$ cat src/design/msov_pkg.sv
// Package for the mode stack: widths, operation codes and error codes.
package msov_pkg;

	localparam int MODE_WIDTH  = 32;
	localparam int STACK_DEPTH = 16;
	localparam int LEVEL_W     = $clog2(STACK_DEPTH + 1);
	localparam int PTR_W       = (STACK_DEPTH > 1) ? $clog2(STACK_DEPTH) : 1;
	localparam int OP_W        = 3;
	localparam int ERR_W       = 3;

	localparam logic [OP_W-1:0] OP_PUSH    = 3'd0;
	localparam logic [OP_W-1:0] OP_POP     = 3'd1;
	localparam logic [OP_W-1:0] OP_SET     = 3'd2;
	localparam logic [OP_W-1:0] OP_ENABLE  = 3'd3;
	localparam logic [OP_W-1:0] OP_DISABLE = 3'd4;

	localparam logic [ERR_W-1:0] ERR_OK            = 3'd0;
	localparam logic [ERR_W-1:0] ERR_POP_CHECK     = 3'd1;
	localparam logic [ERR_W-1:0] ERR_POP_EMPTY     = 3'd2;
	localparam logic [ERR_W-1:0] ERR_ALREADY_ON    = 3'd3;
	localparam logic [ERR_W-1:0] ERR_DISABLE_CHECK = 3'd4;
	localparam logic [ERR_W-1:0] ERR_STACK_FULL    = 3'd5;

	typedef logic [MODE_WIDTH-1:0] mode_t;
	typedef logic [LEVEL_W-1:0]    level_t;

endpackage

$ cat src/design/msov_req_if.sv
// Request channel: operation code and mode operand word.
interface msov_req_if;
	logic                        valid;
	logic                        ready;
	logic [msov_pkg::OP_W-1:0]   req_type;
	msov_pkg::mode_t             mode_bits;

	modport source (output valid, output req_type, output mode_bits, input ready);
	modport sink   (input valid, input req_type, input mode_bits, output ready);
endinterface

$ cat src/design/msov_rsp_if.sv
// Response channel: mode, overlay, stack level and error code word.
interface msov_rsp_if;
	logic                        valid;
	logic                        ready;
	msov_pkg::mode_t             current_mode;
	msov_pkg::mode_t             overlay_bits;
	msov_pkg::level_t            stack_level;
	logic [msov_pkg::ERR_W-1:0]  error_code;

	modport source (output valid, output current_mode, output overlay_bits,
		output stack_level, output error_code, input ready);
	modport sink   (input valid, input current_mode, input overlay_bits,
		input stack_level, input error_code, output ready);
endinterface

$ cat src/design/mode_stack_with_overlay.sv
// Mode stack with overlay: mode word, overlay mask and bounded save stack.
//
//  channel | dir | payload                                          | handshake
//  req     | in  | req_type, mode_bits                              | valid/ready
//  rsp     | out | current_mode, overlay_bits, stack_level, error_code | valid/ready
//
// One word per cycle sustained while rsp is ready; a request passes the input register,
// then the state and result registers, updated together, before it shows on rsp.
// The response fields are the state registers themselves, so they hold while rsp stalls.
// req stays ready while the input register is empty or can move on this cycle.
// Reset clears mode, overlay, level and the valid flags; stack entries are left as is.
module mode_stack_with_overlay (
	input logic          clk,
	input logic          arst_n,
	msov_req_if.sink     req,
	msov_rsp_if.source   rsp
);

	logic                             valid_s1;
	logic [msov_pkg::OP_W-1:0]        op_s1;
	msov_pkg::mode_t                  bits_s1;

	msov_pkg::mode_t                  mode_q;
	msov_pkg::mode_t                  overlay_q;
	msov_pkg::level_t                 level_q;
	logic [msov_pkg::ERR_W-1:0]       err_q;
	logic                             out_valid_q;
	msov_pkg::mode_t                  stack_q [msov_pkg::STACK_DEPTH];

	logic                             advance;
	msov_pkg::mode_t                  mode_d;
	msov_pkg::mode_t                  overlay_d;
	msov_pkg::level_t                 level_d;
	logic [msov_pkg::ERR_W-1:0]       err_d;
	logic                             push_en;
	msov_pkg::mode_t                  top_entry;
	msov_pkg::level_t                 top_idx;
	msov_pkg::mode_t                  add_bits;
	msov_pkg::mode_t                  rem_bits;

	assign advance   = valid_s1 && (!out_valid_q || rsp.ready);
	assign req.ready = !valid_s1 || !out_valid_q || rsp.ready;

	always_ff @(posedge clk or negedge arst_n) begin
		if (!arst_n) begin
			valid_s1 <= 1'b0;
		end else if (req.ready) begin
			valid_s1 <= req.valid;
		end
	end

	always_ff @(posedge clk) begin
		if (req.valid && req.ready) begin
			op_s1   <= req.req_type;
			bits_s1 <= req.mode_bits;
		end
	end

	assign top_idx   = level_q - msov_pkg::level_t'(1);
	assign top_entry = stack_q[top_idx[msov_pkg::PTR_W-1:0]];
	assign add_bits  = bits_s1 & ~mode_q;
	assign rem_bits  = overlay_q & bits_s1;

	always_comb begin
		mode_d    = mode_q;
		overlay_d = overlay_q;
		level_d   = level_q;
		err_d     = msov_pkg::ERR_OK;
		push_en   = 1'b0;
		case (op_s1)
			msov_pkg::OP_PUSH: begin
				if (level_q >= msov_pkg::level_t'(msov_pkg::STACK_DEPTH)) begin
					err_d = msov_pkg::ERR_STACK_FULL;
				end else begin
					push_en = 1'b1;
					level_d = level_q + msov_pkg::level_t'(1);
					mode_d  = mode_q | bits_s1;
				end
			end
			msov_pkg::OP_POP: begin
				if ((mode_q & bits_s1) != bits_s1) begin
					err_d = msov_pkg::ERR_POP_CHECK;
				end else if (level_q == '0) begin
					err_d = msov_pkg::ERR_POP_EMPTY;
				end else begin
					level_d = top_idx;
					mode_d  = top_entry | overlay_q;
				end
			end
			msov_pkg::OP_SET: begin
				overlay_d = '0;
				mode_d    = bits_s1;
			end
			msov_pkg::OP_ENABLE: begin
				if ((overlay_q & bits_s1) == bits_s1) begin
					err_d = msov_pkg::ERR_ALREADY_ON;
				end else begin
					overlay_d = overlay_q | add_bits;
					mode_d    = mode_q | add_bits;
				end
			end
			msov_pkg::OP_DISABLE: begin
				if ((mode_q & bits_s1) != bits_s1) begin
					err_d = msov_pkg::ERR_DISABLE_CHECK;
				end else begin
					overlay_d = overlay_q & ~rem_bits;
					mode_d    = mode_q & ~rem_bits;
				end
			end
			default: begin
			end
		endcase
	end

	always_ff @(posedge clk or negedge arst_n) begin
		if (!arst_n) begin
			mode_q      <= '0;
			overlay_q   <= '0;
			level_q     <= '0;
			err_q       <= msov_pkg::ERR_OK;
			out_valid_q <= 1'b0;
		end else begin
			if (advance) begin
				mode_q      <= mode_d;
				overlay_q   <= overlay_d;
				level_q     <= level_d;
				err_q       <= err_d;
				out_valid_q <= 1'b1;
			end else if (rsp.ready) begin
				out_valid_q <= 1'b0;
			end
		end
	end

	always_ff @(posedge clk) begin
		if (advance && push_en) begin
			stack_q[level_q[msov_pkg::PTR_W-1:0]] <= mode_q & ~overlay_q;
		end
	end

	assign rsp.valid        = out_valid_q;
	assign rsp.current_mode = mode_q;
	assign rsp.overlay_bits = overlay_q;
	assign rsp.stack_level  = level_q;
	assign rsp.error_code   = err_q;

endmodule

$ cat src/flat_wrapper.sv
// flat-port wrapper written by rule: the top's interface ports become plain ports
module mode_stack_with_overlay_flat 
  (clk, arst_n, req_valid, req_req_type, req_mode_bits, req_ready, rsp_valid, rsp_current_mode, rsp_overlay_bits, rsp_stack_level, rsp_error_code, rsp_ready);
  msov_req_if req_i ();
  msov_rsp_if rsp_i ();
  input logic clk;
  input logic arst_n;
  input wire logic [$bits(req_i.valid)-1:0] req_valid;
  input wire logic [$bits(req_i.req_type)-1:0] req_req_type;
  input wire logic [$bits(req_i.mode_bits)-1:0] req_mode_bits;
  output wire logic [$bits(req_i.ready)-1:0] req_ready;
  output wire logic [$bits(rsp_i.valid)-1:0] rsp_valid;
  output wire logic [$bits(rsp_i.current_mode)-1:0] rsp_current_mode;
  output wire logic [$bits(rsp_i.overlay_bits)-1:0] rsp_overlay_bits;
  output wire logic [$bits(rsp_i.stack_level)-1:0] rsp_stack_level;
  output wire logic [$bits(rsp_i.error_code)-1:0] rsp_error_code;
  input wire logic [$bits(rsp_i.ready)-1:0] rsp_ready;
  assign req_i.valid = req_valid;
  assign req_i.req_type = req_req_type;
  assign req_i.mode_bits = req_mode_bits;
  assign req_ready = req_i.ready;
  assign rsp_valid = rsp_i.valid;
  assign rsp_current_mode = rsp_i.current_mode;
  assign rsp_overlay_bits = rsp_i.overlay_bits;
  assign rsp_stack_level = rsp_i.stack_level;
  assign rsp_error_code = rsp_i.error_code;
  assign rsp_i.ready = rsp_ready;
  mode_stack_with_overlay u_core (.clk(clk), .arst_n(arst_n), .req(req_i), .rsp(rsp_i));
endmodule
$ cat config.mk
export PLATFORM = sky130hd
export DESIGN_NAME = mode_stack_with_overlay_flat
export DESIGN_NICKNAME = d
export VERILOG_FILES = /design/src/design/msov_pkg.sv /design/src/design/msov_req_if.sv /design/src/design/msov_rsp_if.sv /design/src/design/mode_stack_with_overlay.sv /design/src/flat_wrapper.sv
export SDC_FILE = /design/constraint.sdc
export NUM_CORES = 1
export LEC_CHECK = 0
export ABC_AREA = 1
export BUFFER_PORTS_ARGS = -buffer_cell sky130_fd_sc_hd__buf_4
export CAP_MARGIN = 0
export CORE_MARGIN = 1
export CORE_UTILIZATION = 30
export CTS_CLUSTER_DIAMETER = 120
export DETAILED_ROUTE_END_ITERATION = 12
export GPL_TIMING_DRIVEN = 0
export PLACE_DENSITY = 0.43
export SYNTH_ARGS = -nofsm -noshare
export SYNTH_HDL_FRONTEND = slang
export SYNTH_SLANG_ARGS = --single-unit
$ cat constraint.sdc
create_clock -name clk -period 2.8 [get_ports clk]
set_input_delay 0.28 -clock clk [delete_from_list [all_inputs] [get_ports clk]]
set_output_delay 0.28 -clock clk [all_outputs]
set_load 0.05 [all_outputs]
; Yosys cells after proc, flatten, opt, wreduce, memory -nomap -nowiden
; Memories as Yosys holds them, arrays and structs flattened.
; Cells that the tools add are included.
[classes]
n_eq_ne = 11
n_bitwise = 13
n_mux = 25
add_sub_neg = 2
magnitude_cmp = 1
reduce_logical = 17
[ops]
columns = op, n
row1 = $mux 32, 7
row2 = $and 32x32->32, 6
row3 = $pmux 32 s5, 1
row4 = $or 32x32->32, 4
row5 = $not 32->32, 3
row6 = $pmux 32 s3, 1
row7 = $eq 32x32->1, 1
row8 = $ne 32x32->1, 1
row9 = $mux 5, 3
row10 = $pmux 3 s4, 1
row11 = $ne 2x2->1 const B, 5
row12 = $pmux 5 s2, 1
row13 = $mux 3, 3
row14 = $reduce_and 7->1, 1
row15 = $eq 3x2->1 const B, 2
row16 = $mux 1, 6
row17 = $add 5x1->5 const B, 1
row18 = $ge 5x5->1 const B, 1
row19 = $logic_not 5->1, 1
row20 = $reduce_and 5->1, 1
row21 = $reduce_bool 5->1, 1
row22 = $sub 5x1->5 const B, 1
row23 = $mux 2, 2
row24 = $reduce_and 4->1, 1
row25 = 8 further kinds, 14
[word_totals]
output_inout_bits = 74
wordCells = 78
memories = 1
inputBits = 39
regBits = 109
mem_bits_rw = 512
[mem_list]
columns = memory, depth, width, rd, rd_clocked_by_memory_dff, wr, line_no
row1 = u_core.stack_q, 16, 32, 1, 0, 1, mode_stack_with_overlay.sv:28  ; msov_pkg::mode_t stack_q [msov_pkg::STACK_DEPTH];

; Logic depth before layout (Yosys ltp)
; Gate-level depths: netlist (run 1).
[logic_depth]
depth_word = 6
mapped_depth = 18

; Worst setup path before layout (run 1)
; OpenSTA, ideal clock, no wires.
[synth_timing]
path_type = register to register
from = register u_core.level_q[0], in the netlist u_core.rsp.stack_level[0]
to = memory u_core.stack_q[0][0] in the netlist's numbering, enable pin
stages_incl_launch_ff = 8
setup_time_ns = 0.421
path_slack_ns = -0.553
arrival_ns = 2.932
path_cell_list = dfrtp_1 buf_2 inv_2 buf_2 buf_2 ha_1 nand2_1 nor2_1
[synth_via]
elab_chain_cells = 6
[synth_lines]
columns = element, line_no
row1 = start: declaration, mode_stack_with_overlay.sv:25  ; msov_pkg::level_t level_q;
row2 = start signal: assignment, mode_stack_with_overlay.sv:126  ; level_q <= level_d;
row3 = $ge 5x5->1, mode_stack_with_overlay.sv:72  ; if (level_q >= msov_pkg::level_t'(msov_pkg::STACK_DEPTH)) begin
row4 = $mux 1, mode_stack_with_overlay.sv:72
row5 = $mux 1, mode_stack_with_overlay.sv:70  ; case (op_s1)
row6 = $logic_and 1x1->1, mode_stack_with_overlay.sv:136  ; if (advance && push_en) begin
row7 = $mux 1, mode_stack_with_overlay.sv:136
row8 = $mux 1 (implied by the code), mode_stack_with_overlay.sv:137  ; stack_q[level_q[msov_pkg::PTR_W-1:0]] <= mode_q & ~overlay_q;
row9 = end: declaration, mode_stack_with_overlay.sv:28
; Parallel ways exist; a longest one is shown, timed or not.

; Worst setup path in the final report (run 1)
[layout_timing]
from = register u_core.level_q[0], in the netlist u_core.rsp.stack_level[0]
to = register u_core.mode_q[5], in the netlist u_core.rsp.current_mode[5]
[layout_via]
elab_chain_cells = 6
[layout_lines]
columns = element, line_no
row1 = $sub 5x1->5, mode_stack_with_overlay.sv:59  ; assign top_idx = level_q - msov_pkg::level_t'(1);
row2 = $mem_v2 16x32, -
row3 = $or 32x32->32, mode_stack_with_overlay.sv:87  ; mode_d = top_entry | overlay_q;
row4 = $mux 32, mode_stack_with_overlay.sv:83  ; end else if (level_q == '0) begin
row5 = $mux 32, mode_stack_with_overlay.sv:81  ; if ((mode_q & bits_s1) != bits_s1) begin
row6 = $pmux 32 s5, mode_stack_with_overlay.sv:70
row7 = end signal: assignment, mode_stack_with_overlay.sv:124  ; mode_q <= mode_d;
row8 = end: declaration, mode_stack_with_overlay.sv:23  ; msov_pkg::mode_t mode_q;
; Parallel ways exist; a longest one is shown, timed or not. The select of a mux whose other input is x is not followed.
; A chain may end at the register's enable or synchronous reset.

==> metrics list, run 1 <==
* Result of the run: finished, final reports clean
* Final core occ: 37.6%
* Endpoint type of the worst setup path: register
* Global-route wire length before repair: 138 mm
* Detailed-router iteration count before antenna repair: 6
- Power per unit of standard cell area: 1160 mW/mm2
- VDD sags by at most 0.000476 V.
- Of the cells placed in the final design, the portion with a size suffix greater than 1 is 15.8%.
* Number of synthesized register bits: 621
- In this run, CTS created clock tree buffers numbering 71.
- The clock passes through at most 3 buffers.
- Estimated wirelength of the detail-placed design: 66.4 mm
- In the routed design, unresolved DRC markers number 0.
- Entering global routing, the biggest net connects 75 pins.
- Beginning of the worst register-to-register path: u_core.rsp.stack_level[0]
* Setup repair after global routing missed its margin: false
- Net switching is 43.4% of the power.
* Warning count from the yosys run: 0
* Summed negative setup slack over all endpoints: 0 ps
- Antenna violations before repair: 1
- Remaining global-route overflow: 0
- Final setup violation count: 0
* TritonCTS clock tree: yes
- Measured against its own limit, the worst slew margin works out to 11.2%.
- Count of distinct cell types in the synthesized netlist: 36
- Number of fill cells in the layout: 8894
- Crit-path slowest cell: dfrtp_2
- Post-CTS clock slew at the launch and capture registers of the worst setup and hold paths: 60 ps
- The initialized floorplan defines 109 standard-cell rows.
- The clock network is responsible for 24.7% of the overall power.
- Sequential cells were found to cover 67.4% of the synthesized design area.
* Number of nets still failing antenna checks after routing: 0
- Combinational fraction of design power: 44.7%
- Final hold analysis gives a worst-case slack of 370 ps.
* P&R area growth vs syn: 23.3%
- The tightest min-delay check is of the in -> async type.
* Count of routing violations after the opening detailed-route iteration: 1757
* Post-synthesis instance area: 0.0271 mm2
- Maximum fanout along the worst path: 11
- R2R Setup Slk: 130 ps
- GRT Overall Usage: 21.0%
- The internal portion of the total power is 22.0 mW.
* Cells traversed along the worst timing path: buf_4 > inv_8 > buf_12 > ha_1 > inv_1 > nand2_1 > nand2_2 > clkbuf_4 > nand3_1 > nand2_1 > nand2_1 > nand3_1 > nand2_1 > nand3_1 > nand2_1 > nand2_1
- STA classifies the critical path startpoint as a register.
- Slowest Stage Delay on Critical Path: 430 ps
* Post-synthesis net count: 2664
* Sequential group share of total power: 30.5%
* Psw: 16.8 mW
- After layout, the worst path uses 95.3% of the clock period.
* Worst Reg-to-Reg Cells: 16
- Boundary Pins: 113
* Destination of the worst register-to-register timing path: u_core.rsp.current_mode[5]
- Total of max-cap violations: 0
- For this configuration, the core starts out at a cell density of 30.5%.
* Worst-Skew Late Latency: 620 ps
* Fmax achieved: 375 MHz
* Number of max-slew violations in the final report: 0
- Cell at the root of the clock tree: clkbuf_16
- Reported leakage power: 13.0 nW
* Final weighted congestion of routability-driven global placement: 0.920
- Worst endpoint required time: 3320 ps
- Sink Count: 621
* Crit path top cell by count: nand2_1
- In this run the vertical extent of the chip is 303 um.
- The count of buffers added on input and output ports is 112.
- The top cell type by area accounts for 60.6% of the synthesized area.
- Vias: 20594
- Ranked by total cell area, the synthesized netlist is headed by edfxtp_1 61%, nand2_1 14%, nand3_1 8.4%, dfrtp_1 6.8%, buf_2 1.4%.
- Fin Clk Skew: 19.4 ps
* Synthesized instance count: 2620
- The H-tree was split into 3 levels.
* Least-Margin Pin Slew: 1330 ps
- Final hold violation count: 0
- Die ar.: 0.0916 mm2
- At the worst endpoint, the arrival time is 3190 ps.
* Core area: 0.0889 mm2
- The synthesized design spends more area on one cell type than any other, namely edfxtp_1.
* Die extent in x: 303 um
- The net count of the finished layout is 2940.
- Dividing the detail-routed via count by the number of cells gives 5.00.
* Avg Inst Size Synth: 10.4 um2
- Total routed wirelength: 96.1 mm
- The clock period could shrink to 2670 ps.
- The critical path in this run is classified as reg -> reg.
- Vias in the first global route: 19698
* Average wire per standard cell: 23.3 um
==> cell families after synthesis <==
group                    count (synthesis)  synth area share, %
AND/OR/NAND/NOR                       1552                 24.0
buffers and inverters                  257                 4.21
adder cells (fa/ha/maj)                  5                0.231
XOR/XNOR                                 7                0.254
flip-flops                             621                 67.4
AO/OA/AOI/OAI                          178                 3.89
==> per-stage QoR <==
step / cells / total power, mW / worst slack, ps / instance area, um2
after detailed placement: 3907 / 28.4 / -1350 / 29800
after global routing: 4118 / 40.9 / 3.68 / 33400
after global placement: 3897 / 28.2 / -2710 / 29500
after floorplan: 2620 / 21.3 / -426 / 27200
final: 4119 / 38.8 / 132 / 33400
after CTS: 4116 / 38.9 / -10.3 / 33300
==> cells in the final DEF, fill, tap and decap left out, drive strengths merged <==
cell         count
o31ai           30
clkinvlp         1
dfrtp           74
a21oi           41
o21ai           73
nor3             4
nor4             1
edfxtp         547
nand4            2
a22oi           32
nor3b            2
xnor2            1
inv            125
and2             1
clkinv          27
a32o             2
nor2            87
buf            264
xor2             6
bufinv          10
or2              1
dlygate4sd3     38
nand2         1005
ha               5
diode            1
nand3          457
bufbuf           1
clkbuf         116
==> power groups by stage <==
| stage | clock, mW | sequential (mW) | combinational (mW) |
|---|---|---|---|
| after floorplan | 0 | 12.8 | 8.48 |
| after global placement | 0 | 12.0 | 16.2 |
| after detailed placement | 0 | 12.0 | 16.3 |
| after CTS | 9.77 | 11.9 | 17.3 |
| after global routing | 10.1 | 11.9 | 18.9 |
| final | 9.60 | 11.8 | 17.4 |
==> routing by layer <==
| metal | wire (um) | GRT usage (%) | vias up |
|---|---|---|---|
| li1 | - | - | 9571 |
| met1 | 44300 | 29.7 | 10354 |
| met2 | 44700 | 33.7 | 546 |
| met3 | 4650 | 2.96 | 123 |
| met4 | 2500 | 5.77 | 0 |
| met5 | 0 | 0 | - |
==> worst max-delay path: cells and delay by family (launching register included) <==
family                     cells  cell delay, ps
adders and majority gates      1             230
buffers and inverters          5             850
DFF                            1             430
and+or+nand+nor               10            1040
==> Yosys cell counts <==
library cell and n:
a21oi_1 41, a22oi_1 32, a32o_1 2, and2_1 1
buf_1 17, buf_2 76, buf_4 9, buf_6 6
clkbuf_1 26, clkbuf_2 2, dfrtp_1 74, edfxtp_1 547
ha_1 5, inv_1 100, inv_2 21, nand2_1 1000
nand2_2 2, nand2_4 3, nand3_1 453, nand3_2 3
nand3_4 1, nand4_1 2, nor2_1 76, nor2_2 2
nor2_8 1, nor3_1 1, nor3_2 3, nor3b_1 2
nor4_1 1, o21ai_0 27, o21ai_1 46, o31ai_1 30
or2_2 1, xnor2_1 1, xor2_1 5, xor2_2 1
==> flip-flops by register name, summed over array words and instances, names as in the netlist <==
register                 cells
u_core.bits_s1              32
u_core.rsp.current_mode     32
u_core.stack_q             512
u_core.rsp.stack_level       5
u_core.valid_s1              1
u_core.op_s1                 3
u_core.rsp.valid             1
u_core.rsp.error_code        3
u_core.rsp.overlay_bits     32
==> area by class of cell <==
| type | count | area, um2 | share of cell area, % |
|---|---|---|---|
| Clock buffer | 88 | 1900 | 5.69 |
| Sequential cell | 621 | 18300 | 54.7 |
| Clock inverter | 42 | 458 | 1.37 |
| Antenna cell | 1 | 2.50 | 0.00748 |
| Tap cell | 1165 | 1460 | 4.36 |
| Timing Repair Buffer | 196 | 1930 | 5.79 |
| Inverter | 121 | 462 | 1.38 |
| Buffer | 135 | 925 | 2.77 |
| Multi-Input combinational cell | 1750 | 8010 | 24.0 |
==> how the worst max path moves through the flow <==
stage | from | slack, ps | endpoint
floorplan | u_core.rsp.valid | -430 | u_core.stack_q[11][0]
global placement | u_core.op_s1[1] | -2710 | u_core.stack_q[15][1]
detailed placement | u_core.rsp.stack_level[0] | -1350 | u_core.rsp.current_mode[29]
CTS | u_core.rsp.stack_level[0] | -10 | u_core.rsp.current_mode[29]
global route | u_core.rsp.stack_level[0] | 4 | u_core.rsp.current_mode[8]
finish | u_core.rsp.stack_level[0] | 130 | u_core.rsp.current_mode[5]
==> timing repair <==
item                                    4_1_cts  5_1_grt
hold buffers                                 38        0
endpoints found under the hold margin       111        0
gates resized for setup                     101       33
endpoints found under the setup margin      549       32
setup buffers                                33        2
gates cloned                                  9        0
pin swaps                                    21        0
(Power assumes the default switching activity.)
==> run 2, diff against run 1 <==
--- a/config.mk
+++ b/config.mk
@@ -15,2 +15,3 @@
 export GPL_TIMING_DRIVEN = 0
+export MAX_ROUTING_LAYER = met4
 export PLACE_DENSITY = 0.43
==> constraint.sdc (replaced) <==
create_clock -name clk -period 2.8 [get_ports clk]
set_input_delay 0.56 -clock clk [delete_from_list [all_inputs] [get_ports clk]]
set_output_delay 0.56 -clock clk [all_outputs]
set_load 0.05 [all_outputs]
==> run 2 against run 1 <==
- first-iteration DRC count rose by 1.3%
- fmax rose by 0.79%
- die area did not move
- flip-flop and latch count did not move
- routed wire length fell by 0.15%
- setup slack improved by 21 ps
- clock skew rose by 10 ps
- non-clock buffer count fell by 36
- clock-buffer cell count fell by 6
- sequential share of layout area rose by 0.70 points
- critical endpoint is now u_core.rsp.current_mode[29]
==> metrics list, run 2 (same netlist as run 1, synthesis figures left out) <==
- Dividing the final minimum period by the clock period gives 94.5%.
* Hold Path Sink: u_core.bits_s1[19]
* Boundary Pins: 113
* Post-CTS clock slew at the launch and capture registers of the worst setup and hold paths: 60 ps
- Path type of the worst min-delay path: in -> reg
- Final critical delay including setup and external delays: 2650 ps
- In this run the remaining antenna-violating nets after routing total 0.
* Startpoint of the most critical hold path: req_mode_bits[19]
- The tool flagged a number of max-cap violations equal to 0.
- The slowest stage of the critical path is the dfrtp_2 cell.
- In this run, CTS created clock tree buffers numbering 70.
- TritonCTS built the clock tree.
- Average wire per standard cell: 23.5 um
* P&R area growth vs syn: 21.7%
* Cells traversed along the worst timing path: buf_6 > inv_8 > buf_12 > ha_4 > inv_2 > buf_12 > clkbuf_8 > nand3_1 > nand3_1 > nand2_1 > nand2_1 > nand3_1 > nand2_1 > nand3_1 > nand2_1 > nand2_1
* Met3 Track Usage GR: 2.36%
* Total Nets Final: 2903
- Y dimension of the die: 303 um
* Least-Margin Pin Slew: 1300 ps
- The total overflow left after global routing is 0.
- H-Tree Level Count: 3
- Antenna violations before repair: 3
- For flop-to-flop paths, the worst setup slack is 150 ps.
* Summed negative setup slack over all endpoints: 0 ps
- Core area: 0.0889 mm2
- Using the TritonRoute via totals, the vias-per-cell ratio works out to 5.00.
- The register with the most flip-flops in the layout has 512 of them.
- Cells with a size suffix above 1 make up 15.9% of the layout.
* GRT Overall Usage: 21.6%
- Cells fill 37.1% of the core in the end.
- The worst pin sits at a relative slew slack of 13.3%.
* Placement-stage worst setup slack: -1450 ps
- Grt met1 use: 30.2%
- Static timing analysis puts the maximum clock frequency at 378 MHz.
* Busiest layer in global routing: met2
- Endpoint type of the worst setup path: register
- In the global route stage, met2 resource usage came out at 33.3%.
- Detailed placement finished with a half-perimeter wire length of 66.5 mm.
- Between clock sinks in the finished design, the worst skew comes to 29.6 ps.
- In the routed design, unresolved DRC markers number 0.
- Worst-Skew Late Latency: 630 ps
- Across all setup checks in the final design, the least slack found is 153 ps.
- In this run the worst path has a maximum fanout of 21.
- Number of cells on the worst hold path: 1
- Destination of the worst register-to-register timing path: u_core.rsp.current_mode[29]
- Count of standard-cell rows: 109
- Once the floorplan was initialized, standard cells occupied 30.5% of the core.
- Worst endpoint required time: 3310 ps
- Critical path data arrival time: 3150 ps
* Result of the run: finished, final reports clean
- Leading cell type in the layout, fill and taps excluded: nand2_1
- Die extent in x: 303 um
* Final weighted congestion of routability-driven global placement: 0.938
- Crit path top cell by count: nand2_1
- The root buffer cell chosen for the clock tree is clkbuf_16.
* Commonest cells after routing, fill and taps aside: 986 x nand2_1, 547 x edfxtp_1, 452 x nand3_1
- Global-route wire length before repair: 137 mm
- The worst setup path is of the reg -> reg kind.
* Vias in the first global route: 19420
* Reported leakage power: 12.8 nW
- STA classifies the critical path startpoint as a register.
- The routed layout has 20393 vias.
- Slowest Stage Delay on Critical Path: 460 ps
- Maximum resistive drop on vdd: 0.000632 V
- Clock tree synthesis found a total of 621 sinks.
* Buffers on Ports: 112
- Setup repair after global routing left no endpoint under its margin.
- Final hold violation count: 0
* Count of routing violations after the opening detailed-route iteration: 1779
- Power per unit of standard cell area: 1160 mW/mm2
* Total routed wirelength: 96.0 mm
- Setup violations remaining at the end of the flow were counted as 0.
- Entering global routing, the biggest net connects 75 pins.
- Die ar.: 0.0916 mm2
* Detailed-router iteration count before antenna repair: 5
- Worst Reg-to-Reg Cells: 16
* Longest Clk Path Bufs: 3
* Beginning of the worst register-to-register path: u_core.rsp.stack_level[0]
- The number of pins with negative max-slew slack in the final report is 0.
-- run 2: layout make-up --
cell class                 count  area (um2)
timing repair buffer         160        1560
sequential                   621       18300
fill                        8880       55900
antenna                        1        2.50
clock buffer                  82        1860
inverter                     121         462
tap                         1165        1460
buffer                       135         900
multi-input combinational   1750        8000
clock inverter                46         492
-- run 2: routing by layer --
layer	routed length [um]	part of all wire, %	up-vias
li1	-	-	9499
met1	44400	46	10191
met2	44300	46	576
met3	4780	5.0	127
met4	2440	2.5	0
met5	0	0	-
-- run 2: stage by stage --
| step | hold WS, ps | cells | total power, mW | area, um2 |
|---|---|---|---|---|
| final | 110 | 4081 | 38.4 | 33000 |
| after global routing | 85.6 | 4080 | 40.5 | 33000 |
| after CTS | 72.1 | 4081 | 38.7 | 33000 |
| after detailed placement | 474 | 3907 | 28.3 | 29800 |
| after global placement | 456 | 3897 | 28.1 | 29500 |
| after floorplan | 264 | 2620 | 21.3 | 27200 |
-- run 2: power by group --
part / internal (mW) / switching (mW) / leakage (nW) / total, mW
combinational: 4.62 / 12.4 / 5.71 / 17.0
sequential: 11.4 / 0.477 / 5.93 / 11.9
clock: 5.68 / 3.86 / 1.15 / 9.54
total: 21.7 / 16.7 / 12.8 / 38.4
-- run 2: worst max-delay path by stage --
stage                                    from                     endpoint  slack (ps)  depth (start not counted)
floorplan                    u_core.rsp.valid        u_core.stack_q[11][0]        -430                          5
global placement                    rsp_ready        u_core.stack_q[15][1]       -2930                          7
global route        u_core.rsp.stack_level[0]   u_core.rsp.current_mode[1]          40                         16
detailed placement  u_core.rsp.stack_level[0]  u_core.rsp.current_mode[29]       -1450                         16
finish              u_core.rsp.stack_level[0]  u_core.rsp.current_mode[29]         150                         16
CTS                 u_core.rsp.stack_level[0]   u_core.rsp.current_mode[2]         0.7                         18
-- run 2: repair_timing --
item                                    in CTS  in global routing
cloned                                       8                  0
pin swaps                                   21                  0
setup buffers                               38                  0
gates resized for setup                    108                 18
endpoints found under the setup margin     550                 32
hold buffers                                 0                  0
-- run 2: worst max-delay path, delay by kind of cell, from the launching register on --
| family | cells | cell delay, ps |
|---|---|---|
| DFF | 1 | 460 |
| buffers and inverters | 6 | 950 |
| adders and majority gates | 1 | 260 |
| and+or+nand+nor | 9 | 830 |
==> run 3, diff against run 2 <==
- ABC_AREA: 1 -> default
- GPL_ROUTABILITY_DRIVEN: default -> 0
- HOLD_SLACK_MARGIN: default -> 0.15
==> run 3 against run 2 <==
- the flow now finishes with violations (negative setup slack)
- sequential share of layout area down 0.41 points
- die area down 3.6%
- non-clock buffer count up 26
- global-route usage down 1.5 points
- first-iteration DRC count down 26%
- via count down 22%
- critical endpoint is now u_core.rsp.current_mode[11]
- largest power group unchanged
==> metrics list, run 3 <==
- Fmax achieved: 340 MHz
* Cell at the root of the clock tree: clkbuf_16
- Fin Clk Skew: 23.4 ps
- Max-Slew Margin vs Limit: 22.4%
* Final hold violation count: 0
- Total routed wirelength: 86.5 mm
- Global routing used 27.7% of the available met1 tracks.
* P&R area growth vs syn: 27.3%
* Remaining global-route overflow: 0
* Global-route wire length before repair: 122 mm
* Core area: 0.0857 mm2
* Vias: 15985
- Power per unit of standard cell area: 1160 mW/mm2
- Antenna violations before repair: 0
* DRC violations left: 0
- Starting Density: 30.5%
- The final critical path takes up 105% of the cycle.
- Setup violations remaining at the end of the flow were counted as 25.
* Longest Clk Path Bufs: 3
- Global routing used 31.5% of the available met2 tracks.
- After technology mapping, the gate count stands at 1563.
- Row generation in the floorplan step produced 107 rows.
- The finished layout holds 3070 standard cells, fillers aside.
- The later pin in the worst-skew pair is clocked with a latency of 620 ps.
- The smallest clock period supported by the final layout is computed as 2940 ps.
- The wire-length estimate of the detail-placed layout is 58.3 mm.
- Sequential fraction of the synthesis area: 69.9%
* Least-Margin Pin Slew: 1160 ps
- Global routing used 20.0% of the available tracks across all layers.
- Summed over its instances, the top area cell type makes up 62.8% of the synthesized netlist area.
- In this run, the number of DRC markers left after iteration 0 of detailed routing was 1324.
- For this run, the leading register cell type out of synthesis is edfxtp_1.
* Top-count cell post-synth: edfxtp_1
- Path type of the worst min-delay path: in -> async
- Critical path data arrival time: 3430 ps
* Maximum number of pins on one net before global-route repair: 75
- Endpoint type of the worst setup path: register
* Post-synthesis net count: 1607
- In the final design database the tool counted 1912 nets.
- The analysis attributes to cell leakage a power of 11.2 nW.
- The via count of the first global-routing pass was 16249.
- The number of pins with negative max-slew slack in the final report is 0.
- The commonest cells after synthesis are 547 x edfxtp_1, 154 x mux4_2, 154 x nand2_1.
- Result of the run: finished, violations left
- Type of the worst setup path: reg -> reg
- Total of max-cap violations: 0
- The count of nets left with antenna violations once routing finished came out at 0.
- Startpoint type of the worst setup path: register
- The library cells used most frequently in the layout, excluding fill and tap cells, are 547 x edfxtp_1, 166 x buf_4, 154 x mux4_2.
* Cts bufs inserted: 72
- Cells taking the most area after synthesis: edfxtp_1 63%, mux4_2 13%, dfrtp_1 7.1%, nand2_1 2.2%, nor2_1 1.5%
* Average wire per standard cell: 28.2 um
* Die ar.: 0.0883 mm2
- In the global route stage, met3 resource usage came out at 2.83%.
* Sink Count: 621
- Port buffering added 112 buffers.
* Library cell occupying the most area in the post-synthesis netlist: edfxtp_1
* Detailed-router iteration count before antenna repair: 7
- Of all flip-flops after synthesis, the portion carrying an async set or reset was 11.9%.
- Leaving out fill and tap cells, the most frequent cell in the layout is edfxtp_1.
- Power comes to 38.5 mW.
- The register with the most flip-flops in the layout has 512 of them.
* Number of synthesized register bits: 621
* Worst path setup slack after routing: -138 ps
- Count of distinct cell types in the synthesized netlist: 47
- Final core occ: 38.8%
- Violations in the final reports: negative setup slack
- Post-synthesis instance area: 0.0261 mm2
- H-Tree Level Count: 3
* Post-CTS clock slew at the launch and capture registers of the worst setup and hold paths: 60 ps
- Number of enable-type register cells in the synthesized netlist: 547
- Busiest layer in global routing: met2
- After detailed routing, the number of vias per cell comes to 5.21.
* Maximum fanout along the worst path: 6
- Fraction of final layout cells with drive strength greater than 1: 31.5%
- Measured along the y axis, the die boundary spans 297 um.
- Setup repair after global routing missed its margin: true
- TritonCTS clock tree: yes
- The worst-case IR drop observed on VDD is 0.000510 V.
- Boundary Pins: 113
* Worst endpoint required time: 3290 ps
* Avg Inst Size Synth: 16.7 um2
* Warning count from the yosys run: 0
- Placed cells: 2842
* Die extent in x: 297 um
==> run 3: cell count changes after synthesis, moves of 48 or more <==
cell | before | now
buf_2 | 76 | 16
nand2_1 | 1000 | 154
nor2b_1 | 0 | 48
mux4_2 | 0 | 154
nand3_1 | 453 | 3
inv_1 | 100 | 30
==> run 3: cell families after synthesis <==
group / Yosys count / synth area share [%]
AO/OA/AOI/OAI: 236 / 5.90
XOR/XNOR: 8 / 0.268
adder cells (fa/ha/maj): 5 / 0.239
buffers and inverters: 120 / 2.00
flip-flops: 621 / 69.9
multiplexers: 188 / 14.7
AND/OR/NAND/NOR: 385 / 6.93
==> run 3: cell type report <==
type	instances	area, um2
tap	1144	1430
fill	7928	52400
inverter	30	125
clock inverter	32	365
buffer	88	767
timing repair buffer	233	2420
clock buffer	98	2020
antenna	2	5.00
multi-input combinational	822	7860
sequential	621	18300
==> run 3: power by group <==
group / internal [mW] / total (mW) / switching, mW
logic: 6.92 / 15.7 / 8.82
registers: 11.8 / 13.1 / 1.39
clock network: 5.78 / 9.57 / 3.79
==> run 3: worst paths after layout <==
path / from / endpoint / slack (ps) / cells after the start
min in group clk: req_valid / u_core.valid_s1 / 190 / 2
max: u_core.rsp.stack_level[0] / u_core.rsp.current_mode[11] / -140 / 13
min reg2reg: u_core.rsp.error_code[0] / u_core.rsp.error_code[0] / 510 / 2
max reg2reg: u_core.rsp.stack_level[0] / u_core.rsp.current_mode[11] / -140 / 13
min: arst_n / u_core.rsp.current_mode[22] / 170 / 1
max in group asynchronous: arst_n / u_core.rsp.current_mode[1] / 1780 / 1
==> run 3: critical path, stage by stage (launching register included) <==
cell and delay [ps]:
dfrtp_2 460, buf_12 150, buf_12 120, clkinv_8 40
ha_4 210, clkbuf_16 170, buf_12 130, buf_8 120
clkbuf_16 160, mux4_2 300, mux4_2 510, nand2_1 100
nand2_1 70, mux2_4 250
==> run 3: timing repair <==
action / 4_1_cts / 5_1_grt
hold buffers: 34 / 0
endpoints found under the setup margin: 535 / 206
buffers inserted: 54 / 6
endpoints found under the hold margin: 34 / 0
gates resized for setup: 94 / 69
gates cloned: 6 / 0
pin swaps: 25 / 16
==> run 3: through the flow <==
stage	setup TNS [ps]	setup slack, ps	instance area, um2	hold slack, ps
after detailed placement	-355860	-1160	29200	492
after global placement	-1017030	-2150	28700	485
after CTS	-1780	-117	33000	156
after global routing	-3500	-177	33300	176
after floorplan	-6530	-38.3	26400	264
final	-1900	-138	33300	166
==> run 3: layer usage <==
metal  vias to the layer above  wire [um]
met2                       454      41500
met4                         0       1330
met1                      8629      39500
met5                         -          0
li1                       6812          -
met3                        90       4150
